===== src/llrs_pkg.sv =====
package llrs_pkg;

    // grid geometry and field widths
    localparam int unsigned ROW_CELLS_DEF = 64;
    localparam int unsigned CELL_W        = 64;
    localparam int unsigned IDX_W         = 12;
    localparam int unsigned MASK_W        = 9;
    localparam int unsigned ROWS_W        = 13;
    localparam int unsigned NBR_W         = 4;

    // apb register map
    localparam int unsigned PADDR_W = 4;
    localparam int unsigned PDATA_W = 32;
    localparam logic [1:0]  REG_SURVIVE   = 2'd0;
    localparam logic [1:0]  REG_BIRTH     = 2'd1;
    localparam logic [1:0]  REG_ROW_COUNT = 2'd2;

    // register reset values
    localparam logic [MASK_W-1:0] SURVIVE_RST   = 9'd12;
    localparam logic [MASK_W-1:0] BIRTH_RST     = 9'd8;
    localparam logic [ROWS_W-1:0] ROW_COUNT_RST = 13'd75;

    // legal frame height
    localparam logic [ROWS_W-1:0] ROWS_MIN = 13'd3;
    localparam logic [ROWS_W-1:0] ROWS_MAX = 13'd4096;

    // one queued result; tail marks the dead closing row that follows it
    typedef struct packed {
        logic [CELL_W-1:0] cells;
        logic [IDX_W-1:0]  idx;
        logic              tail;
    } t_entry;

endpackage


===== src/llrs_cell_lane.sv =====
module llrs_cell_lane (
    input  logic [2:0]                  i_above,
    input  logic [2:0]                  i_mid,
    input  logic [2:0]                  i_below,
    input  logic [llrs_pkg::MASK_W-1:0] i_survive_mask,
    input  logic [llrs_pkg::MASK_W-1:0] i_birth_mask,
    output logic                        o_alive
);
    import llrs_pkg::*;

    logic [NBR_W-1:0]  w_count;
    logic [MASK_W-1:0] w_rule;

    // eight-neighbor count
    assign w_count = {3'b0, i_above[0]} + {3'b0, i_above[1]} + {3'b0, i_above[2]}
                   + {3'b0, i_mid[0]} + {3'b0, i_mid[2]}
                   + {3'b0, i_below[0]} + {3'b0, i_below[1]} + {3'b0, i_below[2]};

    // live cells use the survive rule, dead cells the birth rule
    assign w_rule  = i_mid[1] ? i_survive_mask : i_birth_mask;
    assign o_alive = w_rule[w_count];

endmodule


===== src/llrs_out_queue.sv =====
module llrs_out_queue (
    input  logic                        i_clk,
    input  logic                        i_rst_n,
    input  logic                        i_push,
    input  llrs_pkg::t_entry            i_entry,
    output logic                        o_push_ready,
    output logic                        o_valid,
    input  logic                        i_ready,
    output logic [llrs_pkg::CELL_W-1:0] o_cells,
    output logic [llrs_pkg::IDX_W-1:0]  o_idx,
    output logic                        o_last
);
    import llrs_pkg::*;

    // one slot more than a closing row needs, so input never waits on a steady flow
    localparam int unsigned DEPTH = 3;

    t_entry     r_slot [DEPTH];
    logic [1:0] r_wr_ptr, n_wr_ptr;
    logic [1:0] r_rd_ptr, n_rd_ptr;
    logic [1:0] r_count, n_count;
    logic       r_phase, n_phase;
    t_entry     w_head;
    logic       w_xfer;
    logic       w_pop;

    assign w_head       = r_slot[r_rd_ptr];
    assign o_push_ready = (r_count != 2'(DEPTH));
    assign o_valid      = (r_count != 2'd0);
    assign w_xfer       = o_valid && i_ready;
    // head leaves once its closing row, if any, has gone too
    assign w_pop        = w_xfer && (!w_head.tail || r_phase);

    // head result, or the dead closing row after it
    always_comb begin
        if (r_phase) begin
            o_cells = '0;
            o_idx   = w_head.idx + IDX_W'(1);
            o_last  = 1'b1;
        end else begin
            o_cells = w_head.cells;
            o_idx   = w_head.idx;
            o_last  = 1'b0;
        end
    end

    // pointers, fill count and expansion phase
    always_comb begin
        n_wr_ptr = r_wr_ptr;
        if (i_push) begin
            n_wr_ptr = (r_wr_ptr == 2'(DEPTH - 1)) ? 2'd0 : r_wr_ptr + 2'd1;
        end
        n_rd_ptr = r_rd_ptr;
        if (w_pop) begin
            n_rd_ptr = (r_rd_ptr == 2'(DEPTH - 1)) ? 2'd0 : r_rd_ptr + 2'd1;
        end
        n_count  = r_count + {1'b0, i_push} - {1'b0, w_pop};
        n_phase  = r_phase;
        if (w_pop) begin
            n_phase = 1'b0;
        end else if (w_xfer) begin
            n_phase = 1'b1;
        end
    end

    always_ff @(posedge i_clk) begin
        if (!i_rst_n) begin
            r_wr_ptr <= 2'd0;
            r_rd_ptr <= 2'd0;
            r_count  <= 2'd0;
            r_phase  <= 1'b0;
        end else begin
            r_wr_ptr <= n_wr_ptr;
            r_rd_ptr <= n_rd_ptr;
            r_count  <= n_count;
            r_phase  <= n_phase;
        end
    end

    // result storage
    always_ff @(posedge i_clk) begin
        if (i_push) begin
            r_slot[r_wr_ptr] <= i_entry;
        end
    end

endmodule


===== src/life_like_automaton_row_step_unit.sv =====
// Life-like automaton row stepper.
// Input channel (i_valid/o_ready, i_row_cells): the current generation, one
// grid row per transfer, top row first. Output channel (o_valid/i_ready):
// next-generation rows with their row index and an end-of-frame flag.
// Row 0 comes out dead as soon as it arrives; row r-1 comes out when row r
// arrives; the last row of a frame brings two results, the computed
// row before it and the dead last row flagged o_last_of_frame.
// Latency: with the queue empty a result is offered on the cycle after the
// transfer that causes it; the closing row is offered the cycle after the
// row before it is taken.
// Throughput: one row per cycle; all cells of a row are updated at once by
// one lane per inner column. A frame of R rows gives R results, so rows
// stream with no gap while the receiver keeps up.
// A three-entry result queue sits before the output, so a row is taken while
// results wait; when the receiver stalls the queue fills and o_ready drops.
// Rules and frame height are written over APB (0x0 survive mask, 0x4 birth
// mask, 0x8 row count); the user must write them only while no frame is in
// flight; the block does not enforce it. Reset clears the line buffers, the
// row counter and queue, and loads default rule B3/S23, 75 rows per frame.
module life_like_automaton_row_step_unit #(
    parameter int unsigned ROW_CELLS = llrs_pkg::ROW_CELLS_DEF
) (
    input  logic                         i_clk,
    input  logic                         i_rst_n,
    input  logic                         psel,
    input  logic                         penable,
    input  logic                         pwrite,
    input  logic [llrs_pkg::PADDR_W-1:0] paddr,
    input  logic [llrs_pkg::PDATA_W-1:0] pwdata,
    output logic [llrs_pkg::PDATA_W-1:0] prdata,
    output logic                         pready,
    input  logic                         i_valid,
    output logic                         o_ready,
    input  logic [llrs_pkg::CELL_W-1:0]  i_row_cells,
    output logic                         o_valid,
    input  logic                         i_ready,
    output logic [llrs_pkg::CELL_W-1:0]  o_next_row_cells,
    output logic [llrs_pkg::IDX_W-1:0]   o_out_row_index,
    output logic                         o_last_of_frame
);
    import llrs_pkg::*;

    logic [MASK_W-1:0]    r_survive_mask;
    logic [MASK_W-1:0]    r_birth_mask;
    logic [ROWS_W-1:0]    r_row_count;
    logic [ROW_CELLS-1:0] r_older_row;
    logic [ROW_CELLS-1:0] r_newer_row;
    logic [IDX_W-1:0]     r_row_counter, n_row_counter;
    logic [IDX_W-1:0]     w_last;
    logic [CELL_W-1:0]    w_lane_row;
    logic                 w_accept;
    logic                 w_cfg_wr;
    logic                 w_push;
    t_entry               w_entry;

    // configuration registers
    assign pready   = 1'b1;
    assign w_cfg_wr = psel && penable && pwrite && pready;

    always_ff @(posedge i_clk) begin
        if (!i_rst_n) begin
            r_survive_mask <= SURVIVE_RST;
            r_birth_mask   <= BIRTH_RST;
            r_row_count    <= ROW_COUNT_RST;
        end else if (w_cfg_wr) begin
            case (paddr[3:2])
                REG_SURVIVE:   r_survive_mask <= pwdata[MASK_W-1:0];
                REG_BIRTH:     r_birth_mask   <= pwdata[MASK_W-1:0];
                REG_ROW_COUNT: r_row_count    <= pwdata[ROWS_W-1:0];
                default: ;
            endcase
        end
    end

    always_comb begin
        case (paddr[3:2])
            REG_SURVIVE:   prdata = PDATA_W'(r_survive_mask);
            REG_BIRTH:     prdata = PDATA_W'(r_birth_mask);
            REG_ROW_COUNT: prdata = PDATA_W'(r_row_count);
            default:       prdata = '0;
        endcase
    end

    // index of the last row, frame height clamped to its legal range
    always_comb begin
        if (r_row_count < ROWS_MIN) begin
            w_last = IDX_W'(ROWS_MIN - ROWS_W'(1));
        end else if (r_row_count > ROWS_MAX) begin
            w_last = IDX_W'(ROWS_MAX - ROWS_W'(1));
        end else begin
            w_last = IDX_W'(r_row_count - ROWS_W'(1));
        end
    end

    // one lane per inner column; border columns and unused bits stay dead
    for (genvar c = 0; c < CELL_W; c++) begin : g_lane
        if (c >= 1 && c + 1 < ROW_CELLS) begin : g_inner
            llrs_cell_lane u_lane (
                .i_above        (r_older_row[c+1:c-1]),
                .i_mid          (r_newer_row[c+1:c-1]),
                .i_below        (i_row_cells[c+1:c-1]),
                .i_survive_mask (r_survive_mask),
                .i_birth_mask   (r_birth_mask),
                .o_alive        (w_lane_row[c])
            );
        end else begin : g_border
            assign w_lane_row[c] = 1'b0;
        end
    end

    // row sequencing and merge into one queued result
    assign w_accept = i_valid && o_ready;

    always_comb begin
        w_push        = 1'b0;
        w_entry       = '0;
        n_row_counter = r_row_counter;
        if (w_accept) begin
            if (r_row_counter == '0) begin
                w_push        = 1'b1;
                n_row_counter = IDX_W'(1);
            end else if (r_row_counter == IDX_W'(1)) begin
                n_row_counter = IDX_W'(2);
            end else begin
                w_push        = 1'b1;
                w_entry.cells = w_lane_row;
                w_entry.idx   = r_row_counter - IDX_W'(1);
                w_entry.tail  = (r_row_counter >= w_last);
                n_row_counter = w_entry.tail ? '0 : r_row_counter + IDX_W'(1);
            end
        end
    end

    always_ff @(posedge i_clk) begin
        if (!i_rst_n) begin
            r_row_counter <= '0;
            r_older_row   <= '0;
            r_newer_row   <= '0;
        end else begin
            r_row_counter <= n_row_counter;
            if (w_accept) begin
                r_older_row <= r_newer_row;
                r_newer_row <= i_row_cells[ROW_CELLS-1:0];
            end
        end
    end

    // result queue and closing-row expansion
    llrs_out_queue u_queue (
        .i_clk        (i_clk),
        .i_rst_n      (i_rst_n),
        .i_push       (w_push),
        .i_entry      (w_entry),
        .o_push_ready (o_ready),
        .o_valid      (o_valid),
        .i_ready      (i_ready),
        .o_cells      (o_next_row_cells),
        .o_idx        (o_out_row_index),
        .o_last       (o_last_of_frame)
    );

endmodule


===== config.mk =====
export PLATFORM = sky130hd
export DESIGN_NAME = life_like_automaton_row_step_unit
export DESIGN_NICKNAME = d
export VERILOG_FILES = /design/src/llrs_pkg.sv /design/src/llrs_cell_lane.sv /design/src/llrs_out_queue.sv /design/src/life_like_automaton_row_step_unit.sv
export SDC_FILE = /design/constraint.sdc
export NUM_CORES = 2
export LEC_CHECK = 0
export BUFFER_PORTS_ARGS = -buffer_cell sky130_fd_sc_hd__buf_4
export CAP_MARGIN = 30
export CORE_MARGIN = 1
export CORE_UTILIZATION = 56
export DETAILED_ROUTE_END_ITERATION = 7
export PLACE_DENSITY = 0.83
export SLEW_MARGIN = 40
export SYNTH_ARGS = -nofsm -noshare
export SYNTH_HDL_FRONTEND = slang
export SYNTH_SLANG_ARGS = --single-unit

===== constraint.sdc =====
create_clock -name i_clk -period 14.27 [get_ports i_clk]
set_clock_uncertainty 0.15 [all_clocks]
set_input_delay 2.1405 -clock i_clk [delete_from_list [all_inputs] [get_ports i_clk]]
set_output_delay 2.1405 -clock i_clk [all_outputs]
set_load 0.02 [all_outputs]

# Word level (Yosys, flattened, before mapping)
# Memory sizes are Yosys's and may differ from the RTL's. A register that Yosys moved wholly into a read port is not among the register bits.
# Index checks and enable logic that the tools add are counted.
# word_totals
reg_bits	178
ramBits	228
in_bits	107
output_inout_bits	112
wordCells	746
n_memories	1
# op_classes
n_addsub	442
order_cmp	65
n_eq_ne	6
muxes	207
bitwise	1
reduce_logical	14
# memory_table
name	depth	word_bits	read_ports	rd_clocked_by_memory_dff	wr	line_no	rtl
u_queue.r_slot	3	76	1	1	1	llrs_out_queue.sv:18	t_entry r_slot [DEPTH];
# op_table
op	count
4-bit by 1-bit adder with 4-bit output	372
9-bit 2-to-1 mux	62
4-bit by 5-bit < comparator with 1-bit output, second input constant	62
1-bit binary-select mux with 4-bit select	62
76-bit 2-to-1 mux	3
1-bit by 1-bit adder with 2-bit output	62
12-bit 2-to-1 mux	6
1-bit 2-to-1 mux	68
64-bit 2-to-1 mux	1
13-bit case mux with 3 select lines	1
12-bit by 1-bit adder with 12-bit output, second input constant	2
12-bit by 1-bit subtractor with 12-bit output, second input constant	2
13-bit > comparator, second input constant	1
13-bit by 2-bit < comparator with 1-bit output, second input constant	1
12-bit by 1-bit equality test with 1-bit output, second input constant	1
12-bit >= comparator	1
12-bit logical NOT	1
2-bit 2-to-1 mux	4
2-bit equality test, second input constant	3
2-bit AND reduction	3
1-bit logical AND	5
2-bit by 1-bit adder with 2-bit output, second input constant	2
2-bit by 1-bit adder with 2-bit output	1
2-bit by 1-bit equality test with 1-bit output, second input constant	1
other kinds (8)	8

# Depth between registers and ports, before layout
# depth
depth_word	12
mapped_depth	14
ltp_nobuf	12

# Modules after synthesis
# A second synthesis with hierarchy kept.
# unflattened
cells_unflattened	3889
hier_area_um2	40080.9
# modules_own_cells
mod	instances	cells_each	area_each_um2	seq_area_each_um2
llrs_cell_lane	62	36	367.9	0.0
llrs_out_queue	1	621	9516.6	7116.8
life_like_automaton_row_step_unit	1	1036	7757.4	3423.3

# Worst setup path before layout
# OpenSTA, ideal clock, no wires.
# synth_timing
kind	input-to-reg
startpoint	input i_valid
endpoint	memory u_queue.r_slot[1][0] (netlist bit) (enable)
setup_ps	618
t_arrival_ps	8228
required_time_ps	13502
setup_slack_ps	5274
cell_stages	4
n_path_buf	1
path_cell_list	and2_1 clkbuf_1 o21ai_1 nor3b_1
# synth_via
elab_chain_len	4
# synth_lines
item	line_no	rtl
start, declared	life_like_automaton_row_step_unit.sv:32	input logic i_valid,
1-bit logical AND	life_like_automaton_row_step_unit.sv:112	assign w_accept = i_valid && o_ready;
1-bit 2-to-1 mux	life_like_automaton_row_step_unit.sv:118	if (w_accept) begin
1-bit 2-to-1 mux	llrs_out_queue.sv:82	if (i_push) begin
1-bit 2-to-1 mux (not written as such)	llrs_out_queue.sv:83	r_slot[r_wr_ptr] <= i_entry;
end, declared	llrs_out_queue.sv:18	
# No other way between the ends.

==> qor.csv <==
stage,metric,value,unit
global_routing,GRT overflow,0,
detailed_routing,Pre-antenna DRT Iters,6,
power,P_int,3.062,mW
clock_network,clock buffer count from CTS,46,
yosys,Post-synth ARST share,0,%
place,placed insts,4371,
sta,RSZ-0062 raised after global routing,no,
sta,minimum clock period,5.741,ns
clock_network,clock sinks,405,
power,Sw Ratio,36.20,%
clock_network,Post-CTS Resized,0,
global_routing,first-pass GRT wire length,156.0,mm
setup_path,critical setup path kind,in2reg,
floorplan,Initial Util,56.64,%
setup_path,Critical Path Source Type,input pin,
clock_network,clk buf depth,3,
yosys,"Cell Area, Synth",36450,um^2
setup_path,Worst setup EP type,register,
global_routing,GRT Overall Usage,30.01,%
clock_network,postcts setup bufs,0,
power,clock power share,27.7,%
clock_network,"Clk Latency, worst-skew pair",0.62,ns
yosys,Post-synth EDFFs,225,
setup_path,slowest CP cell,a211oi_1,
setup_path,CP peak stage delay,0.79,ns
setup_path,Arrival @ worst endpoint,5.87,ns
finish,ant diodes,0,
place,dpl hpwl,63.16,mm
floorplan,Die W,257.1,um
sta,final setup fails,0,
place,PortBufs,175,
detailed_routing,Final ANT Viol Nets,0,
yosys,sequential share of the synthesized area,28.43,%
detailed_routing,Total Wirelength,99.78,mm
yosys,Synth top cells by count,"inv_1, nand2_1, nor2_1, a21oi_1, clkbuf_1",
power,Peak VDD IR,0.0001179,V
global_routing,initial antenna violation count,0,
finish,fin cells,4462,
detailed_routing,Vias/cell,6.348,
setup_path,most frequent cell on the critical path,fa_1,
yosys,Synth area leaders,"edfxtp_1, mux4_2, fa_1",
sta,Max Transition Viols Final,0,
detailed_routing,WL per Instance,22.36,um
clock_network,TritonCTS clock tree,done,
yosys,"Top FF cell, synth",edfxtp_1,
setup_path,Buffers & Inverters on Critical Path,2,
clock_network,# hold bufs at CTS,0,
power,Reg power frac,29.9,%
setup_path,crit-path cells,buf_4 > inv_1 > fa_1 > fa_1 > fa_1 > fa_1 > mux4_2 > mux2i_1 > o21ai_0 > o21ai_0 > a211oi_1,
power,leakage,15.85,nW
floorplan,I/O Pins,219,
finish,Syn-to-layout area delta,9.626,%
hold_path,Hold Path Class,reg2reg,
yosys,top-count cell post-synth,inv_1,
global_routing,vias in the first global route,29040,
detailed_routing,drt first-iter violations,3320,
clock_network,Clock Tree Root,clkbuf_16,
sta,Worst-Margin Slew,0.9499,ns
yosys,Yosys reg bits,405,
flow_run,Max-Cap Viols,0,
power,Comb pwr share,42.4,%
floorplan,Core Area,64350,um^2
yosys,Ys Warns,0,
yosys,post-synth top area share,18.54,%
sta,ratio of final minimum period to clock period,40.23,%
detailed_routing,DR DRC count,0,
outcome,status,"complete, no violations",
setup_path,crit path max fanout,5,
power,Pwr Density,120.1,nW/um^2
floorplan,row count,93,
floorplan,die area,66110,um^2
power,switching power,1.737,mW
sta,Final Hold Viols,0,
yosys,Synth area leader,edfxtp_1,
finish,fin nets,4129,
setup_path,CP top delay family,adder cells,
clock_network,"Reg clk slew, reported paths",0.06,ns
detailed_routing,Via Count,28330,
yosys,count of cell types in the netlist,50,
sta,normalized max-slew margin,36.29,%
place,Final GP Congestion,0.8749,
yosys,Post-Synthesis Cells,3602,
setup_path,Crit path required time,14.39,ns
finish,layout cell share with drive strength beyond 1,17.63,%
finish,# fillers,4803,
clock_network,CTS H-tree lvls,2,
global_routing,largest net degree at the start of global routing,106,
sta,Max Clk Rate,0.1742,GHz
floorplan,Chip Height,257.1,um
yosys,synthesized area per cell,10.12,um^2
sta,Post-Route Setup TNS,0,ns
worst reg2reg max path, cell delays in order (launching register included):
cell,delay [ns]
dfxtp_1,0.41
ha_1,0.26
inv_1,0.07
fa_1,0.44
fa_1,0.52
fa_1,0.45
fa_1,0.61
mux4_2,0.22
mux2i_1,0.06
o21ai_0,0.13
o21ai_0,0.10
a211oi_1,0.79
path summary, 6_finish.rpt:
| path | startpoint | depth (start not counted) | endpoint | slack [ns] |
|---|---|---|---|---|
| worst max-delay path | i_row_cells[24] | 11 | u_queue.r_slot[0][38] | 8.53 |
| worst min-delay path | r_older_row[63] | 2 | r_older_row[63] | 0.31 |
| worst max register to register | r_older_row[24] | 11 | u_queue.r_slot[0][38] | 9.73 |
| worst min register to register | r_older_row[63] | 2 | r_older_row[63] | 0.31 |
metal layers:
layer	part of all wire (%)	vias up	GRT usage [%]
met5	0	-	0
met4	5.1	0	15.48
met3	12	431	6.422
met2	47	1785	49.23
met1	36	13800	37.40
li1	-	12310	-
sequential cells by signal (all words and copies together) (netlist names), named ones only:
name	flops
r_row_counter	12
u_queue.r_phase	1
r_newer_row	64
r_older_row	64
r_row_count	13
r_survive_mask	9
u_queue.r_rd_ptr	2
r_birth_mask	9
u_queue.r_wr_ptr	2
u_queue.r_slot	225
u_queue.r_count	2
per-stage QoR:
step | cell area, um^2 | power, mW | util, % | setup slack [ns] | hold slack, ns
after detailed placement | 38160 | 3.465 | 59.30 | 8.058 | 0.3005
after floorplan | 36520 | 2.983 | - | 5.274 | 0.2863
after global routing | 39950 | 5.057 | 62.09 | 8.323 | 0.3494
after CTS | 39840 | 4.797 | 61.91 | 8.379 | 0.3084
after global placement | 37860 | 3.375 | 58.84 | 8.174 | 0.2968
final | 39950 | 4.799 | 62.09 | 8.529 | 0.3071
layout by cell type, fill, tap and decap left out, drive strengths merged, types with 3 or more instances in the layout:
cell type  netlist  layout
inv            447     451
nand2          326     326
nor2           307     307
a21oi          292     292
mux4           248     248
fa             248     248
edfxtp         225     225
buf             46     212
ha             205     205
dfxtp          180     180
mux2i          158     158
o21ai          150     150
nand3           81      81
xnor2           78      78
mux2            67      67
nor2b           63      63
o21a            62      62
a211oi          62      62
clkbuf         267      57
conb             2      22
xor2            21      21
clkinv           0      11
nand4           10      10
bufinv           0      10
nor3             8       8
nor4             7       7
and2             7       7
nor3b            6       6
clkinvlp         0       4
o31ai            3       3
nand2b           3       3
logic make-up (layout without fill, tap and decap cells):
group | count (synthesis) | in the layout | share of synthesized area, %
other | 2 | 22 | 0.02061
adder cells (fa/ha/maj) | 453 | 453 | 20.66
buffers and inverters | 760 | 745 | 8.136
AND/OR/NAND/NOR | 830 | 830 | 9.654
XOR/XNOR | 99 | 99 | 2.379
flip-flops | 405 | 405 | 28.43
multiplexers | 473 | 473 | 21.73
AO/OA/AOI/OAI | 580 | 580 | 8.991
power by group through the flow:
stage / clock network [mW] / registers [mW] / logic (mW)
finish: 1.33 / 1.43 / 2.04
global route: 1.39 / 1.45 / 2.22
CTS: 1.34 / 1.44 / 2.02
detailed placement: 0 / 1.46 / 2.00
global placement: 0 / 1.46 / 1.91
floorplan: 0 / 1.41 / 1.58
area by class of cell:
cell class                      count  area [um^2]  area share [%]
Clock buffer                       57         1222           3.060
Sequential cell                   405        10440           26.12
Tap cell                          855         1070           2.677
Inverter                          447         1685           4.218
Timing Repair Buffer              212         1852           4.635
Clock inverter                     29        456.7           1.143
Multi-Input combinational cell   2457        23230           58.15
Note: power is estimated with default switching activity, not from simulation.
